`src/rtl/ssd_pkg.sv`:
```
`timescale 1ns / 1ps
package ssd_pkg;

  localparam int DIGIT_COUNT  = 4;
  // A frame holds at most 32 bits, so the chain is driven with one to four digits.
  localparam int FRAME_DIGITS = (DIGIT_COUNT > 4) ? 4 : ((DIGIT_COUNT < 1) ? 1 : DIGIT_COUNT);
  localparam int FRAME_W      = 32;
  localparam int POS_W        = 5;
  localparam int VALUE_W      = 14;
  localparam int ACT_W        = 2;
  localparam int CNT_W        = (FRAME_DIGITS > 1) ? $clog2(FRAME_DIGITS) : 1;

  localparam logic [ACT_W-1:0] ACT_SHOW  = 2'd0;
  localparam logic [ACT_W-1:0] ACT_CLEAR = 2'd1;
  localparam logic [ACT_W-1:0] ACT_DASH  = 2'd2;
  localparam logic [ACT_W-1:0] ACT_NONE  = 2'd3;

  localparam logic [7:0] DASH_CODE = 8'h40;

  localparam logic [POS_W-1:0] LAST_POS_FULL = POS_W'(8 * FRAME_DIGITS - 1);
  localparam logic [POS_W-1:0] LAST_POS_DASH = POS_W'(7);

  // Queue entry: a left-aligned frame, sent from bit 31 down, and its final position.
  typedef struct packed {
    logic [FRAME_W-1:0] frame;
    logic [POS_W-1:0]   last_pos;
  } ssd_cmd_t;

  function automatic logic [7:0] digit_to_segments(input logic [3:0] digit);
    logic [7:0] code;
    unique case (digit)
      4'd0:    code = 8'h3F;
      4'd1:    code = 8'h06;
      4'd2:    code = 8'h5B;
      4'd3:    code = 8'h4F;
      4'd4:    code = 8'h66;
      4'd5:    code = 8'h6D;
      4'd6:    code = 8'h7D;
      4'd7:    code = 8'h07;
      4'd8:    code = 8'h7F;
      4'd9:    code = 8'h6F;
      default: code = 8'h00;
    endcase
    return code;
  endfunction

endpackage

```
`src/rtl/ssd_front.sv`:
```
`timescale 1ns / 1ps
module ssd_front (
  input  logic                        clk,
  input  logic                        rst_n,
  input  logic                        in_tvalid,
  output logic                        in_tready,
  input  logic [ssd_pkg::ACT_W-1:0]   in_action,
  input  logic [ssd_pkg::VALUE_W-1:0] in_value,
  output logic                        push_valid,
  input  logic                        push_ready,
  output ssd_pkg::ssd_cmd_t           push_cmd
);
  import ssd_pkg::*;

  localparam logic [1:0] ST_IDLE = 2'd0;
  localparam logic [1:0] ST_CONV = 2'd1;
  localparam logic [1:0] ST_PUSH = 2'd2;

  // 52429 / 2^19 is close enough to 1/10 for every 14-bit value.
  localparam logic [29:0] RECIP = 30'd52429;

  logic [1:0]         state_r, state_nxt;
  logic [CNT_W-1:0]   cnt_r, cnt_nxt;
  logic [VALUE_W-1:0] rem_r, rem_nxt;
  logic [ACT_W-1:0]   act_r, act_nxt;
  logic [FRAME_W-1:0] frame_r, frame_nxt;

  logic [29:0]        prod;
  logic [VALUE_W-1:0] quot;
  logic [VALUE_W-1:0] quot_x10;
  logic [3:0]         digit;
  logic [7:0]         code;

  assign prod     = 30'(rem_r) * RECIP;
  assign quot     = VALUE_W'(prod[29:19]);
  assign quot_x10 = (quot << 3) + (quot << 1);
  assign digit    = 4'(rem_r - quot_x10);
  // A higher digit whose remaining quotient is already zero is a leading zero.
  assign code     = (cnt_r != '0 && rem_r == '0) ? 8'h00 : digit_to_segments(digit);

  assign in_tready  = (state_r == ST_IDLE);
  assign push_valid = (state_r == ST_PUSH);

  always_comb begin
    case (act_r)
      ACT_SHOW: begin
        push_cmd.frame    = frame_r;
        push_cmd.last_pos = LAST_POS_FULL;
      end
      ACT_DASH: begin
        push_cmd.frame    = {DASH_CODE, {(FRAME_W-8){1'b0}}};
        push_cmd.last_pos = LAST_POS_DASH;
      end
      default: begin
        push_cmd.frame    = '0;
        push_cmd.last_pos = LAST_POS_FULL;
      end
    endcase
  end

  always_comb begin
    state_nxt = state_r;
    cnt_nxt   = cnt_r;
    rem_nxt   = rem_r;
    act_nxt   = act_r;
    frame_nxt = frame_r;
    unique case (state_r)
      ST_IDLE: begin
        if (in_tvalid) begin
          rem_nxt   = in_value;
          act_nxt   = in_action;
          cnt_nxt   = '0;
          frame_nxt = '0;
          state_nxt = (in_action == ACT_NONE) ? ST_IDLE : ST_CONV;
        end
      end
      ST_CONV: begin
        frame_nxt = {code, frame_r[FRAME_W-1:8]};
        rem_nxt   = quot;
        cnt_nxt   = cnt_r + 1'b1;
        if (cnt_r == CNT_W'(FRAME_DIGITS - 1)) begin
          state_nxt = ST_PUSH;
        end
      end
      ST_PUSH: begin
        if (push_ready) begin
          state_nxt = ST_IDLE;
        end
      end
      default: state_nxt = ST_IDLE;
    endcase
  end

  always_ff @(posedge clk) begin
    if (!rst_n) begin
      state_r <= ST_IDLE;
    end else begin
      state_r <= state_nxt;
    end
    cnt_r   <= cnt_nxt;
    rem_r   <= rem_nxt;
    act_r   <= act_nxt;
    frame_r <= frame_nxt;
  end

endmodule

```
`src/rtl/ssd_queue.sv`:
```
`timescale 1ns / 1ps
module ssd_queue (
  input  logic              clk,
  input  logic              rst_n,
  input  logic              push_valid,
  output logic              push_ready,
  input  ssd_pkg::ssd_cmd_t push_cmd,
  output logic              pop_valid,
  input  logic              pop_ready,
  output ssd_pkg::ssd_cmd_t pop_cmd
);
  import ssd_pkg::*;

  ssd_cmd_t   entry_r [2];
  logic       wr_ptr_r, rd_ptr_r;
  logic [1:0] count_r;
  logic       do_push, do_pop;

  assign push_ready = (count_r != 2'd2);
  assign pop_valid  = (count_r != 2'd0);
  assign pop_cmd    = entry_r[rd_ptr_r];
  assign do_push    = push_valid && push_ready;
  assign do_pop     = pop_valid && pop_ready;

  always_ff @(posedge clk) begin
    if (!rst_n) begin
      wr_ptr_r <= 1'b0;
      rd_ptr_r <= 1'b0;
      count_r  <= 2'd0;
    end else begin
      if (do_push) begin
        wr_ptr_r <= ~wr_ptr_r;
      end
      if (do_pop) begin
        rd_ptr_r <= ~rd_ptr_r;
      end
      count_r <= count_r + {1'b0, do_push} - {1'b0, do_pop};
    end
    if (do_push) begin
      entry_r[wr_ptr_r] <= push_cmd;
    end
  end

endmodule

```
`src/rtl/ssd_back.sv`:
```
`timescale 1ns / 1ps
module ssd_back (
  input  logic                      clk,
  input  logic                      rst_n,
  input  logic                      pop_valid,
  output logic                      pop_ready,
  input  ssd_pkg::ssd_cmd_t         pop_cmd,
  output logic                      out_tvalid,
  input  logic                      out_tready,
  output logic                      out_serial_bit,
  output logic [ssd_pkg::POS_W-1:0] out_bit_position,
  output logic                      out_last_and_latch
);
  import ssd_pkg::*;

  logic               active_r;
  logic [FRAME_W-1:0] shreg_r;
  logic [POS_W-1:0]   pos_r;
  logic [POS_W-1:0]   last_pos_r;
  logic               valid_r;
  logic               bit_r;
  logic [POS_W-1:0]   opos_r;
  logic               olast_r;

  logic adv;
  logic at_last;

  assign adv     = !valid_r || out_tready;
  assign at_last = (pos_r == last_pos_r);
  // The next frame loads while the final bit of the current one goes out.
  assign pop_ready = adv && (!active_r || at_last);

  assign out_tvalid         = valid_r;
  assign out_serial_bit     = bit_r;
  assign out_bit_position   = opos_r;
  assign out_last_and_latch = olast_r;

  always_ff @(posedge clk) begin
    if (!rst_n) begin
      active_r <= 1'b0;
      valid_r  <= 1'b0;
    end else if (adv) begin
      valid_r <= active_r;
      if (pop_valid && pop_ready) begin
        active_r <= 1'b1;
      end else if (active_r && at_last) begin
        active_r <= 1'b0;
      end
    end
    if (adv) begin
      if (active_r) begin
        bit_r   <= shreg_r[FRAME_W-1];
        opos_r  <= pos_r;
        olast_r <= at_last;
        shreg_r <= shreg_r << 1;
        pos_r   <= pos_r + 1'b1;
      end
      if (pop_valid && pop_ready) begin
        shreg_r    <= pop_cmd.frame;
        pos_r      <= '0;
        last_pos_r <= pop_cmd.last_pos;
      end
    end
  end

endmodule

```
`src/rtl/seven_segment_serial_display_driver_core.sv`:
```
`timescale 1ns / 1ps
// Throughput: one bit per cycle unless out_tready stalls, set by the single-bit output shifter;
// a show or clear command sends 8 * FRAME_DIGITS bits (32 with four digits), a dash command 8 bits.
// The digit front end runs ahead through a two-entry queue. Reset (rst_n low, synchronous)
// empties the queue and the output stage.
module seven_segment_serial_display_driver_core (
  input  logic        clk,
  input  logic        rst_n,
  input  logic        in_tvalid,
  output logic        in_tready,
  input  logic [15:0] in_tdata,   // [13:0] value, [15:14] zero
  input  logic [1:0]  in_tuser,   // [1:0] action
  output logic        out_tvalid,
  input  logic        out_tready,
  output logic [7:0]  out_tdata,  // [0] serial_bit, [5:1] bit_position, [7:6] zero
  output logic        out_tlast
);
  import ssd_pkg::*;

  logic       push_valid, push_ready;
  ssd_cmd_t   push_cmd;
  logic       pop_valid, pop_ready;
  ssd_cmd_t   pop_cmd;
  logic       serial_bit;
  logic [POS_W-1:0] bit_position;

  ssd_front u_front (
    .clk        (clk),
    .rst_n      (rst_n),
    .in_tvalid  (in_tvalid),
    .in_tready  (in_tready),
    .in_action  (in_tuser),
    .in_value   (in_tdata[VALUE_W-1:0]),
    .push_valid (push_valid),
    .push_ready (push_ready),
    .push_cmd   (push_cmd)
  );

  ssd_queue u_queue (
    .clk        (clk),
    .rst_n      (rst_n),
    .push_valid (push_valid),
    .push_ready (push_ready),
    .push_cmd   (push_cmd),
    .pop_valid  (pop_valid),
    .pop_ready  (pop_ready),
    .pop_cmd    (pop_cmd)
  );

  ssd_back u_back (
    .clk                (clk),
    .rst_n              (rst_n),
    .pop_valid          (pop_valid),
    .pop_ready          (pop_ready),
    .pop_cmd            (pop_cmd),
    .out_tvalid         (out_tvalid),
    .out_tready         (out_tready),
    .out_serial_bit     (serial_bit),
    .out_bit_position   (bit_position),
    .out_last_and_latch (out_tlast)
  );

  assign out_tdata = {2'b00, bit_position, serial_bit};

  // A frame ends only at the last bit of a dash or of a full frame.
  assert property (@(posedge clk) disable iff (!rst_n)
    (out_tvalid && out_tlast) |->
      (out_tdata[5:1] == LAST_POS_DASH || out_tdata[5:1] == LAST_POS_FULL))
    else $error("frame ended at an unexpected bit position");

  // Within a frame the bits follow without gaps.
  assert property (@(posedge clk) disable iff (!rst_n)
    (out_tvalid && out_tready && !out_tlast) |=>
      (out_tvalid && out_tdata[5:1] == POS_W'($past(out_tdata[5:1]) + 5'd1)))
    else $error("bit position did not advance within a frame");

  // After the latch bit the next transfer, if any, starts a new frame.
  assert property (@(posedge clk) disable iff (!rst_n)
    (out_tvalid && out_tready && out_tlast) |=> (!out_tvalid || out_tdata[5:1] == '0))
    else $error("new frame did not start at bit zero");

endmodule
```
`config.mk`:
```
export PLATFORM = sky130hd
export DESIGN_NAME = seven_segment_serial_display_driver_core
export DESIGN_NICKNAME = d
export VERILOG_FILES = /design/src/rtl/ssd_pkg.sv /design/src/rtl/ssd_front.sv /design/src/rtl/ssd_queue.sv /design/src/rtl/ssd_back.sv /design/src/rtl/seven_segment_serial_display_driver_core.sv
export SDC_FILE = /design/constraint.sdc
export NUM_CORES = 1
export LEC_CHECK = 0
export CAP_MARGIN = 25
export CORE_ASPECT_RATIO = 1.2
export CORE_UTILIZATION = 30
export CTS_BUF_LIST = sky130_fd_sc_hd__clkbuf_4 sky130_fd_sc_hd__clkbuf_8
export DETAILED_ROUTE_END_ITERATION = 7
export DONT_BUFFER_PORTS = 1
export GPL_TIMING_DRIVEN = 0
export PLACE_DENSITY_LB_ADDON = 0.1
export SLEW_MARGIN = 20
export SYNTH_ARGS = -nofsm -noshare
export SYNTH_HDL_FRONTEND = slang
export SYNTH_HIERARCHICAL = 1
export SYNTH_SLANG_ARGS = --single-unit
```
`constraint.sdc`:
```
create_clock -name clk -period 6 [get_ports clk]
set_input_delay 0 -clock clk [delete_from_list [all_inputs] [get_ports clk]]
set_output_delay 0 -clock clk [all_outputs]
set_load 0.02 [all_outputs]
```
==> results.json <==
{
  "outcome": "complete, but fails checks",
  "violations": "negative setup slack",
  "drt-vias-per-instance": 4.64,
  "setup_slack_ps": -123,
  "syn_to_final_growth_pct": 14.7,
  "clkTransAtPathRegs_ps": 100,
  "fp.dieH_um": 223,
  "avgSynthCellArea_um2": 12.0,
  "cp.required_ps": 6250,
  "grt_busiest_layer": "met2",
  "synth-seq-cells": 178,
  "cts.sinks": 178,
  "yosysSeqAreaShare_pct": 43.2,
  "dpl.hpwl_mm": 22.0,
  "fill_cells": 4083,
  "avgRoutedWirePerCell_um": 17.6,
  "fmax_mhz": 163,
  "most-common-layout-cells": "169 x edfxtp_1, 141 x inv_1, 115 x ha_1",
  "post-route-util_pct": 35.0,
  "start_util_pct": 30.5,
  "arrival_ps": 6370,
  "use_met3_pct": 1.98,
  "grt_use_met1_pct": 17.5,
  "synth_top_flop_cell": "edfxtp_1",
  "numCtsBuffers": 17,
  "cp_cell_sequence": "inv_2 -> ha_4 -> inv_2 -> fa_2 -> fa_1 -> fa_1 -> inv_1 -> fa_1 -> inv_2 -> fa_1 -> inv_2 -> ha_4 -> a21oi_2 -> o21ai_2 -> a221oi_2 -> a21boi_2 -> nor2_1 -> xnor2_1 -> ha_2 -> xor2_1 -> xnor3_2 -> xor2_4 -> buf_12 -> o211a_1",
  "antenna_found_initial": 0,
  "critical_path_class": "flip-flop to flip-flop",
  "finalCriticalPeriod_ps": 6120,
  "synth_area_leader_cell": "edfxtp_1",
  "rsz0062_at_grt": "yes",
  "h-tree-depth": 4,
  "grt_overflow": 0,
  "syn_area_um2": 12200,
  "drv_cap": 0,
  "synth.top_cells.by_area": "edfxtp_1 42%, ha_1 13%, fa_1 8.6%",
  "critPathBufInv": 6,
  "syn_inst": 1017,
  "cts-root-buf": "clkbuf_8",
  "grt_max_degree": 45,
  "async_flop_share_pct": 0,
  "dr.first_iter.drc_count": 352,
  "fin_hold_ws_ps": 188,
  "skew_ps": 23.0,
  "ys_types": 67,
  "place_congestion": 0.795,
  "vias": 7572,
  "endpoint_kind": "flip-flop",
  "finalSetupViolCount": 9,
  "dr.pass1.iters": 5,
  "cts_tree": "yes",
  "die_area_um2": 41300,
  "placement.cell_area_um2": 13000,
  "cp_slowest_cell": "fa_2",
  "ant_nets": 0,
  "critical_path.top_delay_family": "adder cells",
  "cpPeakStageDelay_ps": 610,
  "nNetsFinal": 1285,
  "tightest_slew_ps": 829,
  "clockBufferDepth": 2,
  "grtUsageMet2_pct": 26.8,
  "fp.coreArea_um2": 39800,
  "setup.worst_path.start_class": "flip-flop",
  "std_cell_rows": 80,
  "ys_warn_count": 6,
  "die_w_um": 186,
  "antenna_cells": 0,
  "io_buffer_count": 0,
  "drive_gt1_share_pct": 18.7,
  "routed_wl_mm": 28.7,
  "period_share_pct": 102,
  "boundaryPins": 33,
  "tns_ps": -414,
  "drt_drc_violations_left": 0,
  "clock_latency_ps": 490,
  "relSlewSlack_pct": 44.7,
  "hold_violations": 0,
  "synth_enable_flop_cells": 169,
  "finalMaxSlewViolations": 0,
  "layout_commonest_cell": "edfxtp_1",
  "synth_top_area_share_pct": 41.7,
  "grt_util_all_layers_pct": 14.8,
  "stdcell_area_um2": 13900,
  "grt_pass1_vias": 8043,
  "cp_max_fo": 7,
  "grt_pass1_wl_mm": 45.5,
  "hp-class": "input pin to flip-flop"
}
## routing by layer
layer / wire (um) / vias up / part of all wire, %
li1: - / 3736 / -
met1: 12100 / 3696 / 42
met2: 15300 / 110 / 53
met3: 541 / 30 / 1.9
met4: 762 / 0 / 2.7
met5: 0 / - / 0
## final timing paths
| kind | start | endpoint | slack, ps | depth (start not counted) |
|---|---|---|---|---|
| min reg2reg | u_back/shreg_r[31]$_DFFE_PP_ | u_back/out_serial_bit$_DFFE_PP_ | 430 | 0 |
| min | in_tuser[1] | u_front/act_r[1]$_DFFE_PP_ | 190 | 1 |
| max reg2reg | u_front/rem_r[12]$_SDFFCE_PP0P_ | u_front/frame_r[25]$_SDFFCE_PP0P_ | -120 | 24 |
| max | u_front/rem_r[12]$_SDFFCE_PP0P_ | u_front/frame_r[25]$_SDFFCE_PP0P_ | -120 | 24 |
## Yosys cell counts (all sizes together), types with 3 or more instances
cell type / count
mux2: 38
inv: 147
and2: 61
mux2i: 6
nand4: 31
dfxtp: 9
conb: 3
edfxtp: 169
nand2: 60
o21ai: 18
a211oi: 5
nor2: 19
nand2b: 5
buf: 30
a21o: 4
o211ai: 33
a21oi: 16
a31o: 3
nor2b: 9
o21a: 5
or3: 4
clkbuf: 29
fa: 52
or2: 4
o221a: 31
xnor2: 13
ha: 124
xor2: 14
and3: 3
nor3: 6
nand4b: 32
nand3: 8
## per-stage QoR
step           worst slack [ps]  std cells
4_1_cts                    -184       1622
5_1_grt                    -365       1633
2_1_floorplan              14.2       1023
3_3_place_gp               -662       1556
3_5_place_dp               -710       1559
6_report                   -123       1633
## cell type report
type	instances	area, um^2	area share, %
timing repair buffer	45	442	3.17
tap	533	667	4.78
buffer	59	368	2.64
sequential	178	5260	37.7
inverter	147	552	3.96
clock buffer	21	270	1.94
multi-input combinational	639	6280	45.0
clock inverter	11	106	0.763
## cells by family (layout without fill, tap and decap cells)
group	count (synthesis)	after routing	synth area share, %
and+or+nand+nor	250	250	12.0
buffers and inverters	206	283	7.56
DFF	178	178	43.2
adders and majority gates	176	176	21.3
AOI/OAI and AO/OA	132	132	8.63
muxes	44	44	4.94
xor gates and xnor gates	28	28	2.19
other	3	9	0.0926
## registers in the layout, summed over array words and instances (netlist names), named ones only
register	count
u_back/active_r	1
u_back/last_pos_r	5
u_back/out_bit_position	5
u_back/out_last_and_latch	1
u_back/out_serial_bit	1
u_back/out_tvalid	1
u_back/pos_r	5
u_back/shreg_r	32
u_front/act_r	2
u_front/cnt_r	2
u_front/frame_r	28
u_front/rem_r	14
u_front/state_r	2
u_queue/count_r	2
u_queue/entry_r	74
u_queue/rd_ptr_r	1
u_queue/wr_ptr_r	1
## what timing repair did
action                                 CTS  global route
hold buffers                            20             0
setup buffers                           11            11
endpoints found under the hold margin   27             0
gates resized for setup                 17            26
setup endpoints to repair               14            12
pin swaps                               18            15
Power is left out: the tool's default activity adds up to more than one toggle a clock period on the data nets, which glitch-free logic cannot reach.
